[src/rtl/core/lpw_pkg.sv]
`default_nettype none
// ============================================================================
// lpw_pkg: shared types for the line pixel walker
// Holds the operation code that the front end attaches to each queued command.
// ============================================================================

package lpw_pkg;

  // Operation carried through the command queue.
  typedef enum logic {
    OP_START = 1'b0,
    OP_STEP  = 1'b1
  } lpw_op_t;

endpackage

`default_nettype wire

[src/rtl/core/lpw_if.sv]
`default_nettype none
// ============================================================================
// lpw_if: valid/ready channels of the line pixel walker
// lpw_in_if carries command beats, lpw_out_if carries pixel beats.
// ============================================================================

interface lpw_in_if #(
  parameter int COORD_BITS = 12
);
  logic                  valid;
  logic                  ready;
  logic                  func;
  logic [COORD_BITS-1:0] x_start;
  logic [COORD_BITS-1:0] y_start;
  logic [COORD_BITS-1:0] x_end;
  logic [COORD_BITS-1:0] y_end;

  modport source (output valid, func, x_start, y_start, x_end, y_end, input ready);
  modport sink   (input valid, func, x_start, y_start, x_end, y_end, output ready);
endinterface

interface lpw_out_if #(
  parameter int COORD_BITS = 12
);
  logic                  valid;
  logic                  ready;
  logic [COORD_BITS-1:0] pixel_x;
  logic [COORD_BITS-1:0] pixel_y;
  logic                  valid_res;
  logic                  last;

  modport source (output valid, pixel_x, pixel_y, valid_res, last, input ready);
  modport sink   (input valid, pixel_x, pixel_y, valid_res, last, output ready);
endinterface

`default_nettype wire

[src/rtl/core/lpw_front.sv]
`default_nettype none
// ============================================================================
// lpw_front: command decode and line setup
// Classifies each command beat and works out deltas and step directions.
// ============================================================================

module lpw_front
  import lpw_pkg::*;
#(
  parameter int COORD_BITS = 12
) (
  input  logic                  in_valid,
  output logic                  in_ready,
  input  logic                  func,
  input  logic [COORD_BITS-1:0] x_start,
  input  logic [COORD_BITS-1:0] y_start,
  input  logic [COORD_BITS-1:0] x_end,
  input  logic [COORD_BITS-1:0] y_end,
  input  logic                  q_ready,
  output logic                  q_push,
  output lpw_op_t               op,
  output logic [COORD_BITS-1:0] delta_x,
  output logic [COORD_BITS-1:0] delta_y,
  output logic                  x_decreasing,
  output logic                  y_decreasing
);

  assign in_ready = q_ready;
  assign q_push   = in_valid && q_ready;

  always_comb begin
    op           = func ? OP_STEP : OP_START;
    x_decreasing = !(x_start < x_end);
    y_decreasing = !(y_start < y_end);
    delta_x      = x_decreasing ? (x_start - x_end) : (x_end - x_start);
    delta_y      = y_decreasing ? (y_start - y_end) : (y_end - y_start);
  end

endmodule

`default_nettype wire

[src/rtl/core/lpw_queue.sv]
`default_nettype none
// ============================================================================
// lpw_queue: short first-in first-out command queue
// Separates the setup front end from the pixel back end.
// ============================================================================

module lpw_queue #(
  parameter int WIDTH = 8,
  parameter int DEPTH = 2
) (
  input  logic             clk,
  input  logic             rst,
  input  logic             push,
  input  logic [WIDTH-1:0] push_data,
  output logic             push_ready,
  input  logic             pop,
  output logic [WIDTH-1:0] pop_data,
  output logic             pop_valid
);

  localparam int PW = (DEPTH > 1) ? $clog2(DEPTH) : 1;
  localparam int CW = $clog2(DEPTH + 1);

  logic [WIDTH-1:0] entries [DEPTH];
  logic [PW-1:0]    wr_ptr;
  logic [PW-1:0]    rd_ptr;
  logic [CW-1:0]    count;

  assign push_ready = (count != CW'(DEPTH));
  assign pop_valid  = (count != '0);
  assign pop_data   = entries[rd_ptr];

  always_ff @(posedge clk) begin
    if (push) begin
      entries[wr_ptr] <= push_data;
    end
  end

  always_ff @(posedge clk) begin
    if (rst) begin
      wr_ptr <= '0;
      rd_ptr <= '0;
      count  <= '0;
    end else begin
      if (push) begin
        wr_ptr <= (wr_ptr == PW'(DEPTH - 1)) ? '0 : wr_ptr + PW'(1);
      end
      if (pop) begin
        rd_ptr <= (rd_ptr == PW'(DEPTH - 1)) ? '0 : rd_ptr + PW'(1);
      end
      if (push && !pop) begin
        count <= count + CW'(1);
      end else if (pop && !push) begin
        count <= count - CW'(1);
      end
    end
  end

endmodule

`default_nettype wire

[src/rtl/core/lpw_back.sv]
`default_nettype none
// ============================================================================
// lpw_back: Bresenham walker and pixel output register
// Holds the line state, advances one pixel per step command, registers result.
// ============================================================================

module lpw_back
  import lpw_pkg::*;
#(
  parameter int COORD_BITS = 12
) (
  input  logic                  clk,
  input  logic                  rst,
  input  logic                  q_valid,
  output logic                  q_pop,
  input  lpw_op_t               q_op,
  input  logic [COORD_BITS-1:0] q_x_start,
  input  logic [COORD_BITS-1:0] q_y_start,
  input  logic [COORD_BITS-1:0] q_x_end,
  input  logic [COORD_BITS-1:0] q_y_end,
  input  logic [COORD_BITS-1:0] q_delta_x,
  input  logic [COORD_BITS-1:0] q_delta_y,
  input  logic                  q_x_decreasing,
  input  logic                  q_y_decreasing,
  output logic                  out_valid,
  input  logic                  out_ready,
  output logic [COORD_BITS-1:0] pixel_x,
  output logic [COORD_BITS-1:0] pixel_y,
  output logic                  valid_res,
  output logic                  last
);

  localparam int EW = COORD_BITS + 2;

  // Line state.
  logic [COORD_BITS-1:0] cur_x, cur_y, end_x, end_y, delta_x, delta_y;
  logic                  x_decreasing, y_decreasing, finished;
  logic signed [EW-1:0]  error_term;

  logic [COORD_BITS-1:0] cur_x_next, cur_y_next, end_x_next, end_y_next;
  logic [COORD_BITS-1:0] delta_x_next, delta_y_next;
  logic                  x_decreasing_next, y_decreasing_next, finished_next;
  logic signed [EW-1:0]  error_term_next;
  logic                  valid_res_next, last_next;

  logic signed [EW:0]    e2, dx_s, dy_s, err_acc;
  logic                  move_x, move_y, at_end;

  assign q_pop = q_valid && (!out_valid || out_ready);

  always_comb begin
    cur_x_next        = cur_x;
    cur_y_next        = cur_y;
    end_x_next        = end_x;
    end_y_next        = end_y;
    delta_x_next      = delta_x;
    delta_y_next      = delta_y;
    x_decreasing_next = x_decreasing;
    y_decreasing_next = y_decreasing;
    error_term_next   = error_term;
    finished_next     = finished;
    valid_res_next    = 1'b0;
    last_next         = 1'b0;

    e2      = {error_term, 1'b0};
    dx_s    = $signed({3'b000, delta_x});
    dy_s    = $signed({3'b000, delta_y});
    move_x  = (e2 > -dy_s);
    move_y  = (e2 < dx_s);
    err_acc = {error_term[EW-1], error_term}
              - (move_x ? dy_s : '0) + (move_y ? dx_s : '0);
    at_end  = 1'b0;

    case (q_op)
      OP_START: begin
        cur_x_next        = q_x_start;
        cur_y_next        = q_y_start;
        end_x_next        = q_x_end;
        end_y_next        = q_y_end;
        delta_x_next      = q_delta_x;
        delta_y_next      = q_delta_y;
        x_decreasing_next = q_x_decreasing;
        y_decreasing_next = q_y_decreasing;
        error_term_next   = $signed({2'b00, q_delta_x}) - $signed({2'b00, q_delta_y});
        at_end            = (q_x_start == q_x_end) && (q_y_start == q_y_end);
        finished_next     = at_end;
        valid_res_next    = 1'b1;
        last_next         = at_end;
      end
      OP_STEP: begin
        if (!finished) begin
          if (move_x) begin
            cur_x_next = x_decreasing ? cur_x - COORD_BITS'(1) : cur_x + COORD_BITS'(1);
          end
          if (move_y) begin
            cur_y_next = y_decreasing ? cur_y - COORD_BITS'(1) : cur_y + COORD_BITS'(1);
          end
          error_term_next = err_acc[EW-1:0];
          at_end          = (cur_x_next == end_x) && (cur_y_next == end_y);
          finished_next   = at_end;
          valid_res_next  = 1'b1;
          last_next       = at_end;
        end
      end
      default: begin
        valid_res_next = 1'b0;
      end
    endcase
  end

  always_ff @(posedge clk) begin
    if (rst) begin
      cur_x        <= '0;
      cur_y        <= '0;
      end_x        <= '0;
      end_y        <= '0;
      delta_x      <= '0;
      delta_y      <= '0;
      x_decreasing <= 1'b0;
      y_decreasing <= 1'b0;
      error_term   <= '0;
      finished     <= 1'b1;
      out_valid    <= 1'b0;
    end else begin
      if (q_pop) begin
        cur_x        <= cur_x_next;
        cur_y        <= cur_y_next;
        end_x        <= end_x_next;
        end_y        <= end_y_next;
        delta_x      <= delta_x_next;
        delta_y      <= delta_y_next;
        x_decreasing <= x_decreasing_next;
        y_decreasing <= y_decreasing_next;
        error_term   <= error_term_next;
        finished     <= finished_next;
        out_valid    <= 1'b1;
      end else if (out_ready) begin
        out_valid <= 1'b0;
      end
    end
  end

  // Result payload; loads only when a new command is taken.
  always_ff @(posedge clk) begin
    if (q_pop) begin
      pixel_x   <= cur_x_next;
      pixel_y   <= cur_y_next;
      valid_res <= valid_res_next;
      last      <= last_next;
    end
  end

endmodule

`default_nettype wire

[src/rtl/core/line_pixel_walker.sv]
`default_nettype none
// ============================================================================
// line_pixel_walker: Bresenham line rasterizer for all octants
// Start commands load both endpoints and return the start pixel; steps advance
// one pixel and return it, or repeat the held pixel, valid_res low, once done.
// ============================================================================
//
//   Channel  Direction  Beat contents
//   -------  ---------  -------------------------------------------------
//   cmd      in         func, x_start, y_start, x_end, y_end
//   pix      out        pixel_x, pixel_y, valid_res, last
//
// One pixel beat leaves for every command beat taken, in order. A command
// is accepted every clock while the pixel side keeps up; an accepted
// command passes through the two-entry command queue and then the
// walker's output register, whose single add-and-compare step on the
// error term closes the per-pixel loop.
// Synchronous reset empties the queue, drops the output beat and marks no
// line as active. A stall on the pixel side fills the queue, after which
// cmd.ready falls; the front end keeps taking beats until then.

module line_pixel_walker
  import lpw_pkg::*;
#(
  parameter int COORD_BITS = 12
) (
  input  logic         clk,
  input  logic         rst,
  lpw_in_if.sink       cmd,
  lpw_out_if.source    pix
);

  // Command word kept in the queue: op, endpoints, deltas, directions.
  localparam int QW    = 1 + 6 * COORD_BITS + 2;
  localparam int QDEPTH = 2;

  // Front end outputs.
  logic                  push;
  logic                  push_ready;
  lpw_op_t               f_op;
  logic [COORD_BITS-1:0] f_delta_x, f_delta_y;
  logic                  f_x_decreasing, f_y_decreasing;

  // Queue read side.
  logic [QW-1:0]         q_data;
  logic                  q_valid;
  logic                  q_pop;
  lpw_op_t               q_op;
  logic [COORD_BITS-1:0] q_x_start, q_y_start, q_x_end, q_y_end;
  logic [COORD_BITS-1:0] q_delta_x, q_delta_y;
  logic                  q_x_decreasing, q_y_decreasing;

  // The front end decodes the command and computes the line setup values
  // before they enter the queue, so the walker only has to load them.
  lpw_front #(
    .COORD_BITS (COORD_BITS)
  ) u_front (
    .in_valid     (cmd.valid),
    .in_ready     (cmd.ready),
    .func         (cmd.func),
    .x_start      (cmd.x_start),
    .y_start      (cmd.y_start),
    .x_end        (cmd.x_end),
    .y_end        (cmd.y_end),
    .q_ready      (push_ready),
    .q_push       (push),
    .op           (f_op),
    .delta_x      (f_delta_x),
    .delta_y      (f_delta_y),
    .x_decreasing (f_x_decreasing),
    .y_decreasing (f_y_decreasing)
  );

  lpw_queue #(
    .WIDTH (QW),
    .DEPTH (QDEPTH)
  ) u_queue (
    .clk        (clk),
    .rst        (rst),
    .push       (push),
    .push_data  ({f_op, cmd.x_start, cmd.y_start, cmd.x_end, cmd.y_end,
                  f_delta_x, f_delta_y, f_x_decreasing, f_y_decreasing}),
    .push_ready (push_ready),
    .pop        (q_pop),
    .pop_data   (q_data),
    .pop_valid  (q_valid)
  );

  // Unpack the queued command word.
  always_comb begin
    q_op           = lpw_op_t'(q_data[QW-1]);
    q_x_start      = q_data[QW-2                -: COORD_BITS];
    q_y_start      = q_data[QW-2-COORD_BITS     -: COORD_BITS];
    q_x_end        = q_data[QW-2-2*COORD_BITS   -: COORD_BITS];
    q_y_end        = q_data[QW-2-3*COORD_BITS   -: COORD_BITS];
    q_delta_x      = q_data[QW-2-4*COORD_BITS   -: COORD_BITS];
    q_delta_y      = q_data[QW-2-5*COORD_BITS   -: COORD_BITS];
    q_x_decreasing = q_data[1];
    q_y_decreasing = q_data[0];
  end

  // The back end owns the line state and the output register; it takes a
  // queued command whenever its output slot is empty or being drained.
  lpw_back #(
    .COORD_BITS (COORD_BITS)
  ) u_back (
    .clk            (clk),
    .rst            (rst),
    .q_valid        (q_valid),
    .q_pop          (q_pop),
    .q_op           (q_op),
    .q_x_start      (q_x_start),
    .q_y_start      (q_y_start),
    .q_x_end        (q_x_end),
    .q_y_end        (q_y_end),
    .q_delta_x      (q_delta_x),
    .q_delta_y      (q_delta_y),
    .q_x_decreasing (q_x_decreasing),
    .q_y_decreasing (q_y_decreasing),
    .out_valid      (pix.valid),
    .out_ready      (pix.ready),
    .pixel_x        (pix.pixel_x),
    .pixel_y        (pix.pixel_y),
    .valid_res      (pix.valid_res),
    .last           (pix.last)
  );

endmodule

`default_nettype wire

[src/flat_wrapper.sv]
// flat-port wrapper written by rule: the top's interface ports become plain ports
module line_pixel_walker_flat import lpw_pkg::*;
#(
  parameter int COORD_BITS = 12
)
  (clk, rst, cmd_valid, cmd_func, cmd_x_start, cmd_y_start, cmd_x_end, cmd_y_end, cmd_ready, pix_valid, pix_pixel_x, pix_pixel_y, pix_valid_res, pix_last, pix_ready);
  lpw_in_if #(.COORD_BITS(COORD_BITS)) cmd_i ();
  lpw_out_if #(.COORD_BITS(COORD_BITS)) pix_i ();
  input  logic clk;
  input  logic rst;
  input wire logic [$bits(cmd_i.valid)-1:0] cmd_valid;
  input wire logic [$bits(cmd_i.func)-1:0] cmd_func;
  input wire logic [$bits(cmd_i.x_start)-1:0] cmd_x_start;
  input wire logic [$bits(cmd_i.y_start)-1:0] cmd_y_start;
  input wire logic [$bits(cmd_i.x_end)-1:0] cmd_x_end;
  input wire logic [$bits(cmd_i.y_end)-1:0] cmd_y_end;
  output wire logic [$bits(cmd_i.ready)-1:0] cmd_ready;
  output wire logic [$bits(pix_i.valid)-1:0] pix_valid;
  output wire logic [$bits(pix_i.pixel_x)-1:0] pix_pixel_x;
  output wire logic [$bits(pix_i.pixel_y)-1:0] pix_pixel_y;
  output wire logic [$bits(pix_i.valid_res)-1:0] pix_valid_res;
  output wire logic [$bits(pix_i.last)-1:0] pix_last;
  input wire logic [$bits(pix_i.ready)-1:0] pix_ready;
  assign cmd_i.valid = cmd_valid;
  assign cmd_i.func = cmd_func;
  assign cmd_i.x_start = cmd_x_start;
  assign cmd_i.y_start = cmd_y_start;
  assign cmd_i.x_end = cmd_x_end;
  assign cmd_i.y_end = cmd_y_end;
  assign cmd_ready = cmd_i.ready;
  assign pix_valid = pix_i.valid;
  assign pix_pixel_x = pix_i.pixel_x;
  assign pix_pixel_y = pix_i.pixel_y;
  assign pix_valid_res = pix_i.valid_res;
  assign pix_last = pix_i.last;
  assign pix_i.ready = pix_ready;
  line_pixel_walker #(.COORD_BITS(COORD_BITS)) u_core (.clk(clk), .rst(rst), .cmd(cmd_i), .pix(pix_i));
endmodule
[config.mk]
export PLATFORM = sky130hd
export DESIGN_NAME = line_pixel_walker_flat
export DESIGN_NICKNAME = d
export VERILOG_FILES = /design/src/rtl/core/lpw_pkg.sv /design/src/rtl/core/lpw_if.sv /design/src/rtl/core/lpw_front.sv /design/src/rtl/core/lpw_queue.sv /design/src/rtl/core/lpw_back.sv /design/src/rtl/core/line_pixel_walker.sv /design/src/flat_wrapper.sv
export SDC_FILE = /design/constraint.sdc
export NUM_CORES = 1
export LEC_CHECK = 0
export ABC_AREA = 1
export BUFFER_PORTS_ARGS = -buffer_cell sky130_fd_sc_hd__buf_2
export CAP_MARGIN = 10
export CORE_MARGIN = 4
export CORE_UTILIZATION = 32
export DETAILED_ROUTE_END_ITERATION = 6
export SYNTH_ARGS = -nofsm -noshare
export SYNTH_HDL_FRONTEND = slang
export SYNTH_SLANG_ARGS = --single-unit
[constraint.sdc]
create_clock -name clk -period 6.2 [get_ports clk]
set_input_delay 0.31 -clock clk [delete_from_list [all_inputs] [get_ports clk]]
set_output_delay 0.31 -clock clk [all_outputs]
set_load 0.1 [all_outputs]
# Word level (Yosys, flattened, before mapping)
# Memories as Yosys holds them, arrays and structs flattened. A register that Yosys moved wholly into a read port is not among the register bits.
# Cells that the tools add are included.
# classes
add_sub_neg	16
n_lt_le_gt_ge	4
eq_ne	6
muxes	35
bitwise	1
n_reduce_logical	17
# ops
cell	n
$mux W12	14
$eq A12 B12 Y1	4
$pmux W12 S2	2
$sub A12 B12 Y12	4
$pmux W14 S2	1
$add A12 B1 Y12 const B	2
$lt A12 B12 Y1	2
$sub A12 B1 Y12 const B	2
$gt A15 B15 Y1	1
$lt A15 B13 Y1	1
$neg A12 Y15	1
$add A14 B12 Y14	1
$mux W14	1
$sub A14 B13 Y14	1
$sub A12 B12 Y13	1
$mux W1	12
$logic_and A1 B1 Y1	6
$pmux W1 S2	3
$reduce_bool A2 Y1	3
$logic_not A1 Y1	5
$mux W2	2
$ne A2 B2 Y1 const B	2
$reduce_and A2 Y1	2
$add A1 B1 Y1 const B	2
4 further kinds	4
# totals
ff_bits	120
ram_bits	150
inputBits	53
output_inout_bits	28
word_cells	98
memories	1
# mem_list
name	depth	width	rd	rd_ports_with_merged_regs	write_ports	line	text
u_core.u_queue.entries	2	75	1	1	1	lpw_queue.sv:24	logic [WIDTH-1:0] entries [DEPTH];

# Depth between registers and ports, before layout
# Gate-level depths: netlist (run 1).
# logic_depth
word_depth	9
depth_mapped	38
depth_no_buf	36

# Modules after synthesis
# From an unflattened synthesis (run 1), not the netlist that was laid out.
# unflattened
hier_cells	2223
area_unflattened_um2	18258.8
# modules_own_cells
mod	instances	cells_each	area_each_um2
lpw_back	1	1387	9357.7
lpw_queue	1	266	5840.6
lpw_front	1	570	3060.4

# Least setup slack after synthesis (run 1)
# Ideal clock, no wire load.
# synth_path
kind	reg2reg
startpoint	register u_core.u_queue.count[0]
endpoint	memory u_core.u_queue.entries[1][0] (netlist bit), enable pin
setup_ns	0.511
arrival_ns	4.432
required_time_ns	5.689
slack_ns	1.257
path_stages_with_launch	5
path_buffers	0
period_less_slack_ns	4.943
path_cell_list	dfxtp_1 inv_1 nand2_1 nand2_1 nor2_1
# synth_between
elab_chain_cells	4
# synth_rtl
item	line	text
from (decl)	lpw_queue.sv:27	logic [CW-1:0] count;
from (signal assigned)	lpw_queue.sv:52	count <= count + CW'(1);
from (signal assigned)	lpw_queue.sv:54	count <= count - CW'(1);
$ne A2 B2 Y1	lpw_queue.sv:29	assign push_ready = (count != CW'(DEPTH));
net cmd_ready	flat_wrapper.sv:17	output wire logic [$bits(cmd_i.ready)-1:0] cmd_ready;
$logic_and A1 B1 Y1	lpw_front.sv:29	assign q_push = in_valid && q_ready;
$mux W1	lpw_queue.sv:34	if (push) begin
$mux W1 (not written as such)	lpw_queue.sv:35	entries[wr_ptr] <= push_data;
to (decl)	lpw_queue.sv:24	
# The timed path passes the listed nets, and every way through them passes these cells.

# Worst setup path after layout (run 1)
# layout_path
startpoint	register u_core.u_back.delta_y[0]
endpoint	register u_core.u_back.error_term[13]
# layout_between
elab_chain_cells	7
# layout_rtl
item	line	text
from (decl)	lpw_back.sv:36	logic [COORD_BITS-1:0] cur_x, cur_y, end_x, end_y, delta_x, delta_y;
from (signal assigned)	lpw_back.sv:131	delta_y <= delta_y_next;
$neg A12 Y15	lpw_back.sv:68	move_x = (e2 > -dy_s);
$gt A15 B15 Y1	lpw_back.sv:68	
$mux W12 *	lpw_back.sv:71	- (move_x ? dy_s : '0) + (move_y ? dx_s : '0);
$sub A14 B13 Y14 *	lpw_back.sv:71	
$add A14 B12 Y14 *	lpw_back.sv:71	
$mux W14 *	lpw_back.sv:91	if (!finished) begin
$pmux W14 S2 *	lpw_back.sv:74	case (q_op)
to (signal assigned)	lpw_back.sv:134	error_term <= error_term_next;
to (decl)	lpw_back.sv:38	logic signed [EW-1:0] error_term;
# Every way passes the cells marked *; elsewhere a longest branch is shown, timed or not. The select of a mux whose other input is x is not followed.
# A chain may end at the register's enable or synchronous reset.

==> metrics.md, run 1 <==
| Metric | Value |
|---|---|
| EDFF count, synth | `around 180` |
| Post-CTS setup buffer count | `0` |
| GR Util All Layers | `16.84%` |
| IO Port Bufs | `80` |
| Slowest CP cell | `fa_1` |
| RSZ-0062 raised after global routing | `no` |
| FF-to-FF Start | `u_core.u_back.delta_y[0]` |
| Die width | `239.1 um` |
| Max Fanout on Critical Path | `12` |
| Clock Latency Late Sink | `0.56 ns` |
| RR Endpoint | `u_core.u_back.error_term[13]` |
| CP startpoint kind | `flop` |
| Main synth FF type | `edfxtp_1` |
| Crit path time final | `5.466 ns` |
| Drt pass-1 iters | `6` |
| Final setup violation count | `0` |
| Die Y | `about 240 um` |
| Share of the synthesized area in the top cell type | `a little under a third` |
| Utilization after layout | `37.31%` |
| Max-Cap Viols | `0` |
| Vias in the first global route | `13,191` |
| Worst hold path type | `in -> reg` |
| Final nets | `2,336` |
| Mapped Cells | `2,047` |
| Antenna viol nets, final | `0` |
| Outcome | `finished, final reports clean` |
| Overflow after GRT | `0` |
| Via count | `14,147` |
| Worst-margin pin slew | `1.131 ns` |
| Largest net degree at the start of global routing | `76` |
| Final Wtd Congestion | `0.8897` |
| Total Wirelength | `48.87 mm` |
| Starting Density | `approximately a third` |
| Maximum clock path buffer count | `3` |
| Fraction of layout cells with a size suffix above 1 | `9.078%` |
| Final hold vios | `0` |
| TritonCTS buffer count | `34` |
| Worst hold path depth | `1` |
| Wire length per cell | `17.10 um` |
| Reg2reg setup slack | `0.73 ns` |
| Final Cycle Share | `88.15%` |
| Max transition margin | `24.50%` |
| Hold EP | `u_core.u_queue.entries[1][57]` |
| Layout area overhead | `15.22%` |
| Worst path required time | `roughly 6.7 ns` |
| IO Count | `81` |
| CP Capture Type | `flop` |
| Syn_nets | `2,239` |
| HPWL Detailed | `36.76 mm` |
| CTS root buf | `clkbuf_16` |
| TritonCTS clock tree | `yes` |
| Worst hold start | `cmd_y_start[7]` |
| First-pass GRT wire length | `75.42 mm` |
| Synth area leader | `edfxtp_1` |
| Clock Skews | `0.03715 ns` |
| Setup TNS | `0 ns` |
| Fmax | `183.0 MHz` |
| Sequential fraction of the synthesis area | `42.07%` |
| Flops & latches, synth | `271` |
| Crit path arrival time | `5.92 ns` |
| Site Rows | `84` |
| Detailed-route DRC error count | `0` |
| Reg2Reg Depth | `29` |
| Synth Cell Area | `0.01709 mm^2` |
| H-tree level count | `2` |
| Synth async-reset ratio | `0%` |
| Avg Cell Area, Syn | `approximately 8.3 um^2` |
| Yosys Warn Count | `0` |
| Iter 0 DRT Violations | `1,300` |
| Final Max Tran Viols | `0` |
| Synth top area cells | `edfxtp_1, dfxtp_1, nand2_1, ha_1, inv_1` |
| CTS clk-pin slew, worst paths | `0.06 ns` |
| Crit Path Class | `reg -> reg` |
| Clk sinks | `271` |
| Antenna Cells | `0` |
| Die area | `0.05715 mm^2` |
| Crit path largest cell delay | `0.50 ns` |
| Post-synthesis cell type count | `58` |
| Core area | `0.05276 mm^2` |
| Vias per cell | `slightly below 5` |
| Initial antenna violation count | `0` |
## worst max path at each step
stage / startpoint / end / slack [ns]
2_1_floorplan: u_core.u_queue.count[0] / u_core.u_queue.entries[1][0] / 1.26
3_3_place_gp: u_core.u_back.delta_y[0] / u_core.u_back.error_term[13] / 0.79
3_5_place_dp: u_core.u_back.delta_y[0] / u_core.u_back.error_term[13] / 0.74
4_1_cts: u_core.u_back.delta_y[0] / u_core.u_back.error_term[13] / 0.73
5_1_grt: u_core.u_back.delta_y[0] / u_core.u_back.error_term[13] / 0.07
6_report: u_core.u_back.delta_y[0] / u_core.u_back.error_term[13] / 0.73
## cells in the final DEF (no fill, tap or decap), types with 13 or more instances in the layout
master and instances:
mux2_2 18, xor2_1 48, ha_1 120, mux2i_1 28
nand4_1 21, xnor2_1 16, edfxtp_1 176, nand2_1 457
buf_2 80, nand3_1 96, o21bai_1 21, nand3b_1 13
nor2_1 118, a211oi_1 18, fa_1 19, inv_1 304
dlygate4sd3_1 37, clkbuf_16 34, dfxtp_1 94, a21oi_1 155
o21ai_0 135
## stage by stage
stage	cells	setup slack [ns]	area (um^2)	hold slack (ns)
floorplan	2047	1.257	17090	0.4089
finish	2858	0.7345	19690	0.02374
CTS	2858	0.7304	19690	0.00004097
detailed placement	2759	0.7387	18120	0.4497
global placement	2759	0.7892	18120	0.4254
global route	2858	0.07090	19690	0.01768
## Yosys cell counts, drive strengths merged, types with 3 or more instances
cell and count:
o2111ai 5, xnor2 16, xor2 48, edfxtp 176, o21bai 21, a221oi 6, a211oi 18, nor4 5
nand3 102, nand4 21, nor3 10, o21ai 148, dfxtp 95, fa 19, clkbuf 41, inv 308
ha 120, nand2 466, o211ai 9, nand3b 13, buf 27, or2 3, mux2i 28, a32o 3
a21oi 159, mux2 18, a21o 9, o22ai 10, nor2 123, a31oi 4
## per-layer routing
layer | part of all wire (%) | GRT usage, %
met5 | 0 | 0
met4 | 2.2 | 4.943
met3 | 6.0 | 2.642
met2 | 43 | 25.45
met1 | 49 | 24.91
## critical path: cells and delay by family (launching register included)
| kind | cells | cell delay [ns] |
|---|---|---|
| compound gates | 3 | 0.54 |
| xor+xnor | 1 | 0.16 |
| fa+ha+maj | 3 | 1.11 |
| buf+inv | 4 | 0.24 |
| flops | 1 | 0.31 |
| simple gates | 18 | 2.98 |
## flip-flops by register name, indices dropped and copies added (netlist names), 2 cells and up, named ones only
register,count
u_core.u_back.cur_x,12
u_core.u_back.end_y,12
u_core.u_back.delta_y,12
u_core.u_queue.count,2
u_core.u_back.cur_y,12
u_core.u_back.pixel_y,12
u_core.u_queue.entries,150
u_core.u_back.delta_x,12
u_core.u_back.error_term,14
u_core.u_back.pixel_x,12
u_core.u_back.end_x,12
## cells by family (layout without fill, tap and decap cells)
family,Yosys count,after routing,synth area share (%)
adders and majority gates,139,139,11.01
muxes,46,46,2.827
xor gates and xnor gates,65,65,3.413
buffers and inverters,376,499,8.839
DFF,271,271,42.07
AOI/OAI and AO/OA,402,402,13.38
and+or+nand+nor,748,748,18.46
## layout make-up
| cell class | count | area, um^2 |
|---|---|---|
| inverters | 308 | 1156 |
| repair buffers | 129 | 860.8 |
| clock buffers | 36 | 868.3 |
| flip-flops and latches | 271 | 7191 |
| fillers | 5349 | 33080 |
| multi-input cells | 1400 | 8422 |
| well taps | 688 | 860.8 |
| clock inverters | 26 | 326.6 |
## what timing repair did
item,CTS,global route
hold buffers,37,0
hold endpoints to repair,72,0
resized for setup,0,0
Power of run 1 is left out: the tool's default activity adds up to more than one toggle a clock period on the data nets, which glitch-free logic cannot reach.
==> run 2, diff against run 1 <==
- CORE_ASPECT_RATIO: unset -> 1.5
==> run 2 against run 1 <==
Cell count shrank 0.24%. Utilization shrank 0.33 points. Critical path type unchanged. Die area grew 0.13%. Sequential share of layout area grew 0.36 points. Worst hold slack lost 0.0032 ns. First-iteration DRC count shrank 41%. Routed wire length grew 2.8%. Critical endpoint unchanged. Sequential cell count is the same. Global-route usage grew 0.12 points.
==> metrics.md, run 2 (same netlist as run 1, synthesis figures left out) <==
| Metric | Value |
|---|---|
| Worst-margin pin slew | `1.060 ns (-0.07138 ns)` |
| GR Util All Layers | `16.96% (+0.12 points)` |
| Setup TNS | `0 ns (unchanged)` |
| Final Cycle Share | `89.96% (+1.8 points)` |
| Fraction of layout cells with a size suffix above 1 | `8.529% (-0.55 points)` |
| Post-route insts no fill | `2,851 (-0.24%)` |
| First-pass GRT wire length | `76.92 mm (+2.0%)` |
| Storage element area | `0.007191 mm^2 (unchanged)` |
| Core area | `0.05271 mm^2 (about the same)` |
| Vias in the first global route | `13,625 (+3.3%)` |
| CTS clk-pin slew, worst paths | `0.06 ns (about the same)` |
| Antenna Cells | `0 (unchanged)` |
| Detailed-route DRC error count | `0 (unchanged)` |
| CP startpoint kind | `flop` |
| Die area | `0.05723 mm^2 (+0.13%)` |
| Slowest CP cell | `fa_1` |
| Initial antenna violation count | `0 (unchanged)` |
| DP Cell Count | `2,756 (-0.11%)` |
| Register with the most flip-flops | `u_core.u_queue.entries` |
| Layout area overhead | `14.10%` |
| Post-CTS setup buffer count | `0 (unchanged)` |
| Clock Skews | `0.02341 ns (-0.01374 ns)` |
| Final setup violation count | `0 (unchanged)` |
| Place WS | `0.6859 ns (-0.05285 ns)` |
| Worst hold path type | `in -> reg` |
| Total Wirelength | `50.25 mm (+2.8%)` |
| CP Capture Type | `flop` |
| TritonCTS buffer count | `28 (-18%)` |
| Max-Cap Viols | `0 (unchanged)` |
| Footprint of the multi-input gates | `0.008422 mm^2 (unchanged)` |
| TritonCTS clock tree | `yes` |
| Commonest non-fill, non-tap cells in the layout | `nand2_1, inv_1, edfxtp_1` |
| Crit path buf inv count | `5 (+1)` |
| H-tree level count | `1 (-1)` |
| Largest net degree at the start of global routing | `76 (unchanged)` |
| Die Y | `291.0 um (+22%)` |
| RSZ-0062 raised after global routing | `no` |
| Via count | `13,947 (-1.4%)` |
| Site Rows | `103 (+23%)` |
| Iter 0 DRT Violations | `762 (-41%)` |
| Final nets | `2,340 (+0.17%)` |
| IO Count | `81 (unchanged)` |
| Crit path time final | `5.577 ns (+0.1120 ns)` |
| Commonest non-fill, non-tap cell in the layout | `nand2_1` |
| Maximum clock path buffer count | `3 (unchanged)` |
| Outcome | `finished, final reports clean` |
| Biggest regs | `u_core.u_queue.entries x150, u_core.u_back.error_term x14` |
| CP top delay family | `simple AND/OR/NAND/NOR gates` |
| Starting Density | `32.41% (about the same)` |
| Fmax | `179.3 MHz (-2.0%)` |
| CTS root buf | `clkbuf_16` |
| Crit path largest cell delay | `0.51 ns (about the same)` |
| Wire length per cell | `17.62 um (+3.1%)` |
| Final Max Tran Viols | `0 (unchanged)` |
| Final Wtd Congestion | `0.9053 (+1.8%)` |
| Worst path required time | `6.67 ns (+0.02 ns)` |
| Final hold vios | `0 (unchanged)` |
| # fillers | `5,352 (+0.056%)` |
| Max FFs per register | `150 (unchanged)` |
| Drt pass-1 iters | `5 (-1)` |
| Max Fanout on Critical Path | `12 (unchanged)` |
| Vias per cell | `4.892 (-1.2%)` |
| Antenna viol nets, final | `0 (unchanged)` |
| Setup WS post-layout | `0.6225 ns (-0.1120 ns)` |
| Crit path arrival time | `6.05 ns (+0.13 ns)` |
| Clk sinks | `271 (unchanged)` |
| Overflow after GRT | `0 (unchanged)` |
| Max transition margin | `29.26% (+4.8 points)` |
| IO Port Bufs | `80 (unchanged)` |
| HPWL Detailed | `38.48 mm (+4.7%)` |
| Clock Latency Late Sink | `0.58 ns (+0.02 ns)` |
| Crit Path Class | `reg -> reg` |
| Die width | `196.7 um (-18%)` |
## run 2: final timing paths
check | slack, ns | end | cells after the start | from
max | 0.62 | u_core.u_back.error_term[13] | 30 | u_core.u_back.delta_y[0]
max reg2reg | 0.62 | u_core.u_back.error_term[13] | 30 | u_core.u_back.delta_y[0]
min | 0.02 | u_core.u_queue.entries[1][43] | 1 | cmd_x_end[5]
min reg2reg | 0.45 | flop | 1 | u_core.u_queue.rd_ptr
## run 2: repair_timing
item | in CTS | in global routing
resized for setup | 0 | 0
endpoints found under the hold margin | 88 | 0
hold buffers | 44 | 0
## run 2: per-stage QoR
step | utilization, % | instance area, um^2 | hold WS, ns
2_1_floorplan | - | 17090 | 0.4089
3_3_place_gp | 34.41 | 18130 | 0.4359
3_5_place_dp | 34.41 | 18130 | 0.4538
4_1_cts | 36.98 | 19490 | 0.0002223
5_1_grt | 36.98 | 19490 | 0.009192
6_report | 36.98 | 19490 | 0.02050
## run 2: per-layer routing
metal / vias to the layer above / global-route usage, % / share of wire [%]
met5: - / 0 / 0
met4: 0 / 6.650 / 4.1
met3: 95 / 1.690 / 4.2
met2: 373 / 29.86 / 49
met1: 6452 / 21.30 / 42
li1: 7027 / - / -
## run 2: layout make-up
cell class	instances	share of cell area, %
Tap cell	682	4.377
Clock inverter	20	1.059
Sequential cell	271	36.89
Timing Repair Buffer	139	4.891
Inverter	308	5.931
Clock buffer	31	3.652
Multi-Input combinational cell	1400	43.20
Power of run 2 is left out for the same reason.
